## config.mk

```make
export PLATFORM = sky130hd
export DESIGN_NAME = mse_sorter
export DESIGN_NICKNAME = d
export VERILOG_FILES = /design/src/design/mse_pkg.sv /design/src/design/mse_sorter.sv
export SDC_FILE = /design/constraint.sdc
export NUM_CORES = 1
export LEC_CHECK = 0
export BUFFER_PORTS_ARGS = -buffer_cell sky130_fd_sc_hd__buf_2
export CAP_MARGIN = 20
export CORE_MARGIN = 1.5
export CORE_UTILIZATION = 50
export DETAILED_ROUTE_END_ITERATION = 10
export GPL_ROUTABILITY_DRIVEN = 0
export PLACE_DENSITY = 0.65
export SYNTH_ARGS = -nofsm -noshare
export SYNTH_HDL_FRONTEND = slang
export SYNTH_SLANG_ARGS = --single-unit
```

## constraint.sdc

```tcl
create_clock -name clk_i -period 6.7 [get_ports clk_i]
set_input_delay 0.67 -clock clk_i [delete_from_list [all_inputs] [get_ports clk_i]]
set_output_delay 0.67 -clock clk_i [all_outputs]
set_load 0.02 [all_outputs]
```

## src/design/mse_pkg.sv

```systemverilog
`timescale 1ns / 1ps
// ----------------------------------------------------------------------------
// mse_pkg
// Shared types and constants for the merge sort engine: default sizes,
// register map, state machine encodings and the merge request bundle.
// ----------------------------------------------------------------------------
package mse_pkg;

  // Default sizes
  localparam int unsigned MaxItemsDef = 64;
  localparam int unsigned KeyBitsDef  = 32;

  // Fixed field widths
  localparam int unsigned KeyW  = 32;
  localparam int unsigned TagW  = 16;
  localparam int unsigned DataW = 32;

  // Index width that covers every element address of the largest set
  localparam int unsigned IdxW = 6;

  // Register map: byte address, one 32-bit word per register
  localparam int unsigned AddrW   = 3;
  localparam int unsigned RegIdxW = AddrW - 2;
  localparam logic [RegIdxW-1:0] RegAscending = '0;

  // Core sequencer states
  typedef enum logic [2:0] {
    CORE_LOAD,
    CORE_SORT,
    CORE_MERGE,
    CORE_COPY,
    CORE_EMIT
  } core_state_e;

  // Recursion sequencer states
  typedef enum logic [1:0] {
    SORT_IDLE,
    SORT_FRAME,
    SORT_WAIT
  } sort_state_e;

  // Progress of one range on the recursion stack
  typedef enum logic [1:0] {
    FS_SPLIT,
    FS_RIGHT,
    FS_MERGE
  } frame_stage_e;

  // Merge of the runs [low..mid] and [mid+1..high]
  typedef struct packed {
    logic            valid;
    logic [IdxW-1:0] low;
    logic [IdxW-1:0] mid;
    logic [IdxW-1:0] high;
  } merge_req_t;

endpackage

```

## src/design/mse_sorter.sv

```systemverilog
`timescale 1ns / 1ps
// ----------------------------------------------------------------------------
// mse_sorter
// Top-down recursion sequencer. Walks the split tree of the loaded set with
// a small frame stack and issues one merge request per inner node, in the
// post-order of a recursive top-down merge sort.
// ----------------------------------------------------------------------------
module mse_sorter #(
  parameter int unsigned MaxItems = mse_pkg::MaxItemsDef
) (
  input  logic                      clk_i,
  input  logic                      rst_ni,
  input  logic                      start_i,
  input  logic [mse_pkg::IdxW-1:0]  last_idx_i,
  input  logic                      merge_done_i,
  output mse_pkg::merge_req_t       req_o,
  output logic                      done_o
);

  localparam int unsigned AW    = $clog2(MaxItems);
  localparam int unsigned Depth = AW + 1;
  localparam int unsigned IW    = $clog2(Depth);
  localparam int unsigned SPW   = $clog2(Depth + 1);

  mse_pkg::sort_state_e state_q, state_d;
  logic [SPW-1:0]       sp_q, sp_d;

  // Frame stack
  logic [AW-1:0]         frm_low_q   [Depth];
  logic [AW-1:0]         frm_high_q  [Depth];
  mse_pkg::frame_stage_e frm_stage_q [Depth];

  logic [IW-1:0]         top_idx;
  logic [IW-1:0]         push_idx;
  logic [AW-1:0]         top_low;
  logic [AW-1:0]         top_high;
  mse_pkg::frame_stage_e top_stage;
  logic [AW:0]           mid_sum;
  logic [AW-1:0]         top_mid;

  logic                  push_en;
  logic [AW-1:0]         push_low;
  logic [AW-1:0]         push_high;
  logic                  stage_we;
  mse_pkg::frame_stage_e stage_val;

  // Look at the top frame
  assign top_idx   = IW'(sp_q - SPW'(1));
  assign push_idx  = sp_q[IW-1:0];
  assign top_low   = frm_low_q[top_idx];
  assign top_high  = frm_high_q[top_idx];
  assign top_stage = frm_stage_q[top_idx];
  assign mid_sum   = {1'b0, top_low} + {1'b0, top_high};
  assign top_mid   = mid_sum[AW:1];

  // Next state
  always_comb begin
    state_d = state_q;
    case (state_q)
      mse_pkg::SORT_IDLE: begin
        if (start_i) state_d = mse_pkg::SORT_FRAME;
      end
      mse_pkg::SORT_FRAME: begin
        if (sp_q == '0) begin
          state_d = mse_pkg::SORT_IDLE;
        end else if (top_stage == mse_pkg::FS_MERGE) begin
          state_d = mse_pkg::SORT_WAIT;
        end
      end
      mse_pkg::SORT_WAIT: begin
        if (merge_done_i) state_d = mse_pkg::SORT_FRAME;
      end
      default: state_d = mse_pkg::SORT_IDLE;
    endcase
  end

  // Stack moves and requests
  always_comb begin
    sp_d       = sp_q;
    push_en    = 1'b0;
    push_low   = top_low;
    push_high  = top_high;
    stage_we   = 1'b0;
    stage_val  = mse_pkg::FS_SPLIT;
    done_o     = 1'b0;
    req_o      = '0;
    req_o.low  = mse_pkg::IdxW'(top_low);
    req_o.mid  = mse_pkg::IdxW'(top_mid);
    req_o.high = mse_pkg::IdxW'(top_high);
    case (state_q)
      mse_pkg::SORT_IDLE: begin
        // open the whole set as the root range
        if (start_i) begin
          push_en   = 1'b1;
          push_low  = '0;
          push_high = AW'(last_idx_i);
          sp_d      = sp_q + SPW'(1);
        end
      end
      mse_pkg::SORT_FRAME: begin
        if (sp_q == '0) begin
          done_o = 1'b1;
        end else begin
          case (top_stage)
            mse_pkg::FS_SPLIT: begin
              if (top_low >= top_high) begin
                // single element: nothing to merge
                sp_d = sp_q - SPW'(1);
              end else begin
                stage_we  = 1'b1;
                stage_val = mse_pkg::FS_RIGHT;
                push_en   = 1'b1;
                push_low  = top_low;
                push_high = top_mid;
                sp_d      = sp_q + SPW'(1);
              end
            end
            mse_pkg::FS_RIGHT: begin
              stage_we  = 1'b1;
              stage_val = mse_pkg::FS_MERGE;
              push_en   = 1'b1;
              push_low  = top_mid + AW'(1);
              push_high = top_high;
              sp_d      = sp_q + SPW'(1);
            end
            mse_pkg::FS_MERGE: begin
              req_o.valid = 1'b1;
            end
            default: begin
              sp_d = sp_q - SPW'(1);
            end
          endcase
        end
      end
      mse_pkg::SORT_WAIT: begin
        // drop the merged range
        if (merge_done_i) sp_d = sp_q - SPW'(1);
      end
      default: begin
        sp_d = '0;
      end
    endcase
  end

  // Control registers
  always_ff @(posedge clk_i or negedge rst_ni) begin
    if (!rst_ni) begin
      state_q <= mse_pkg::SORT_IDLE;
      sp_q    <= '0;
    end else begin
      state_q <= state_d;
      sp_q    <= sp_d;
    end
  end

  // Frame stack storage
  always_ff @(posedge clk_i) begin
    if (stage_we) frm_stage_q[top_idx] <= stage_val;
    if (push_en) begin
      frm_low_q[push_idx]   <= push_low;
      frm_high_q[push_idx]  <= push_high;
      frm_stage_q[push_idx] <= mse_pkg::FS_SPLIT;
    end
  end

endmodule

```

==> results by group <==
Status
  • Status: finished clean

Synth
  • Post-synth ARST share: 0.0485
  • EDFF count, synth: 84
  • Syn_nets: 460
  • Sequential fraction of the synthesis area: 0.567
  • Post-synth top flop: edfxtp_1
  • Unique masters post-synth: 60
  • Avg Inst Size Synth: 11.9 sq um
  • Yosys warns: 0
  • Post-Synthesis Cells: ~430
  • Mapped cell area: 0.00516 sq mm
  • FF+latch count, synth: 103

Global route
  • Largest net degree at the start of global routing: 51
  • Vias in the first global route: 3349
  • Total grt overflow: 0
  • First-pass GRT wire length: 19000 microns
  • Initial antenna violation count: 0
  • Overall Global Routing Usage: 0.232

Setup path
  • Critical Path Fanout Max: 16
  • Slowest stage cell, crit path: a221oi_1
  • Worst Reg-to-Reg Cells: 15
  • R2r setup slk: approximately 1.4 ns
  • FF-to-FF End: frm_high_q[4][1]$_DFFE_PP_
  • Crit path DAT: 5.33 ns
  • Setup CP Type: register to register
  • Req. time, crit path: 6.71 ns
  • Largest stage delay, worst path: approximately 0.6 ns
  • Type of origin of the critical path: register
  • Worst setup EP type: register
  • Crit Reg-Reg Startpoint: push_idx[0]$_DFFE_PN0P_
  • CP cell instances: clkinv_1 > ha_1 > xnor2_2 > buf_4 > nand2_1 > o211ai_1 > o21ai_0 > o211ai_1 > ha_1 > a21oi_1 > o21ai_0 > a221oi_1 > nand2_1 > o21ai_0 > o21ai_0
  • Cell mode on critical path: o21ai_0

Timing
  • Clk_skew: 0.0113 ns
  • Final hold vios: 0
  • PnR worst setup slack: 1.38 ns
  • Final worst-path cycle share: 0.794
  • Max-slew violation total from the final report: 0
  • Final Setup Violations: 0
  • Minimum clock period: 5.32 ns
  • Setup TNS: 0 ns
  • RSZ-0062 raised after global routing: no
  • Worst slew margin: 0.264
  • Least-Margin Pin Slew: 1.10 ns
  • Fmax: 188 MHz

Floorplan
  • Die Footprint: 0.0109 sq mm
  • Die Span Y: 105 microns
  • Die width: 105 microns
  • Top Ports: 30
  • Initial Util: 0.521
  • Cell row count: 36
  • Core area: 0.00991 sq mm

Clock tree
  • # clock sinks: 103
  • Post-CTS Setup Inserts: 0
  • Root Driver: clkbuf_8
  • Clock transition at path regs: ~0.10 ns
  • Clk buf depth: 2
  • Cts hold-fix bufs: 0
  • Skew-Pair Late Insertion Delay: roughly 0.37 ns
  • H-tree depth: 3
  • Number of buffers created by CTS: 9
  • Post-CTS sizing: 0
  • CTS tree: yes

Cells and area
  • Share of cells above drive strength 1: 0.164
  • Non-Filler Instances: 596
  • N_diodes: 0
  • Nets: 485
  • Fillers: about 860
  • Area delta synth->final: 9.14%

Hold path
  • Path category of the worst min-delay check: input port to asynchronous set/reset pin

Route
  • DR pass1 iterations: 4
  • ANT nets after route: 0
  • Via Count: about 3500
  • Final wirelength: 12300 microns
  • Detailed Route Iter0 Violations: 207
  • DRC: 0
  • DR WL/cell: slightly above 20 microns
  • Post-DR vias/cell: 5.95

Place
  • Pre-CTS setup slack: 1.44 ns
  • DP Wirelength: 8190 microns
  • Placed Cells: 580
  • IO buf count: 29

Run
  • MaxCap Viol Count: 0
==> registers in the layout (all words and copies together), names as in the netlist <==
name	count
push_idx	3
frm_low_q	42
state_q	2
frm_high_q	42
frm_stage_q	14
==> layout make-up <==
| cell class | instances | area (sq um) | share of cell area |
|---|---|---|---|
| clock inverters | 5 | 65.1 | 0.0115 |
| clock buffers | 11 | 141 | 0.0251 |
| multi-input cells | 290 | 2070 | 0.368 |
| inverters | 19 | 71.3 | 0.0127 |
| repair buffers | 35 | 190 | 0.0338 |
| well taps | 133 | 166 | 0.0295 |
| flip-flops and latches | 103 | 2930 | 0.520 |
==> cells in the mapped netlist, types with 3 or more instances <==
library cell / count / area share
mux2_1: 3 / 0.0065
nor3_1: 9 / 0.0087
o21ai_0: 20 / 0.019
o31ai_1: 3 / 0.0044
nand4_1: 3 / 0.0036
o221ai_1: 3 / 0.0051
mux4_2: 4 / 0.017
dfxtp_1: 14 / 0.054
o211ai_1: 3 / 0.0044
nand2_1: 35 / 0.025
xnor2_1: 6 / 0.010
a221o_1: 3 / 0.0058
a31oi_1: 5 / 0.0061
nand2b_1: 6 / 0.0073
nor2_2: 5 / 0.0061
nor3_4: 3 / 0.0095
dfrtp_1: 5 / 0.024
nand3_1: 16 / 0.016
and3_1: 7 / 0.0085
buf_2: 4 / 0.0039
inv_1: 17 / 0.012
a211oi_1: 7 / 0.010
mux2i_1: 22 / 0.043
nor2b_1: 3 / 0.0036
a21oi_1: 26 / 0.025
clkbuf_1: 12 / 0.0087
nor2_1: 29 / 0.021
edfxtp_1: 84 / 0.49
o22ai_1: 4 / 0.0048
a21o_1: 4 / 0.0058
a22oi_1: 5 / 0.0073
mux2_2: 4 / 0.0087
xor2_1: 6 / 0.010
a41oi_1: 3 / 0.0051
ha_1: 16 / 0.039
==> critical path, delay by kind of cell (launching register included) <==
kind | cells | cell delay (ns)
fa+ha+maj | 2 | 0.78
xor+xnor | 1 | 0.58
buf+inv | 2 | 0.62
flops | 1 | 0.37
compound gates | 8 | 2.23
simple gates | 2 | 0.36
==> metrics by stage <==
| stage | hold slack (ns) | util | cell area, sq um |
|---|---|---|---|
| 3_3_place_gp | 0.441 | 0.548 | 5430 |
| 6_report | 0.0940 | 0.569 | 5630 |
| 4_1_cts | 0.0833 | 0.569 | 5630 |
| 2_1_floorplan | 0.374 | - | 5160 |
| 5_1_grt | 0.0855 | 0.569 | 5630 |
| 3_5_place_dp | 0.440 | 0.548 | 5430 |
==> worst max-delay path by stage <==
stage | startpoint | endpoint | slack, ns | cells past startpoint
after global routing | push_idx[0]$_DFFE_PN0P_ | frm_high_q[3][3]$_DFFE_PP_ | 0.98 | 15
after detailed placement | push_idx[0]$_DFFE_PN0P_ | frm_low_q[3][4]$_DFFE_PP_ | 1.44 | 15
after CTS | push_idx[0]$_DFFE_PN0P_ | frm_low_q[3][1]$_DFFE_PP_ | 1.40 | 15
final | push_idx[0]$_DFFE_PN0P_ | frm_high_q[4][1]$_DFFE_PP_ | 1.38 | 15
after global placement | push_idx[0]$_DFFE_PN0P_ | frm_low_q[3][2]$_DFFE_PP_ | 1.52 | 15
after floorplan | push_idx[0]$_DFFE_PN0P_ | frm_low_q[0][5]$_DFFE_PP_ | 1.39 | 18
==> metal layers <==
| metal | wire length [microns] | global-route usage | vias up |
|---|---|---|---|
| met5 | 0 | 0 | - |
| met4 | 235 | 0.0714 | 0 |
| met3 | 971 | 0.0624 | 17 |
| met2 | 5520 | 0.351 | 134 |
| met1 | 5540 | 0.328 | 1718 |
| li1 | - | - | 1675 |
==> layout by cell type, fill, tap and decap left out, drive strengths merged, types with 2 or more instances in the layout <==
master     n
nand3     16
clkbuf    11
o221ai     3
mux2i     22
nand4      3
a31oi      5
and3       7
o31ai      3
nor2b      3
edfxtp    84
a221o      3
a41oi      3
o21a       2
clkinv     2
nor2      36
inv       19
xor2       6
nand2b     6
a221oi     2
a21oi     27
dfxtp     14
clkinvlp   2
o211ai     3
nand2     35
a211oi     7
ha        16
buf       35
a21o       4
dfrtp      5
o32ai      2
mux2       7
o21ai     22
nor3      12
mux4       4
xnor2      7
o22ai      4
a22oi      5
o22a       2
a211o      2
==> cell families (layout without fill, tap and decap cells) <==
family / after synthesis / in the layout / synth area share
xor+xnor: 13 / 13 / 0.0235
mux: 33 / 33 / 0.0754
simple gates: 122 / 122 / 0.119
flops: 103 / 103 / 0.567
fa+ha+maj: 17 / 17 / 0.0427
compound gates: 105 / 105 / 0.138
buf+inv: 40 / 70 / 0.0337
Power is left out: the tool's default activity adds up to more than one toggle a clock period on the data nets, which glitch-free logic cannot reach.
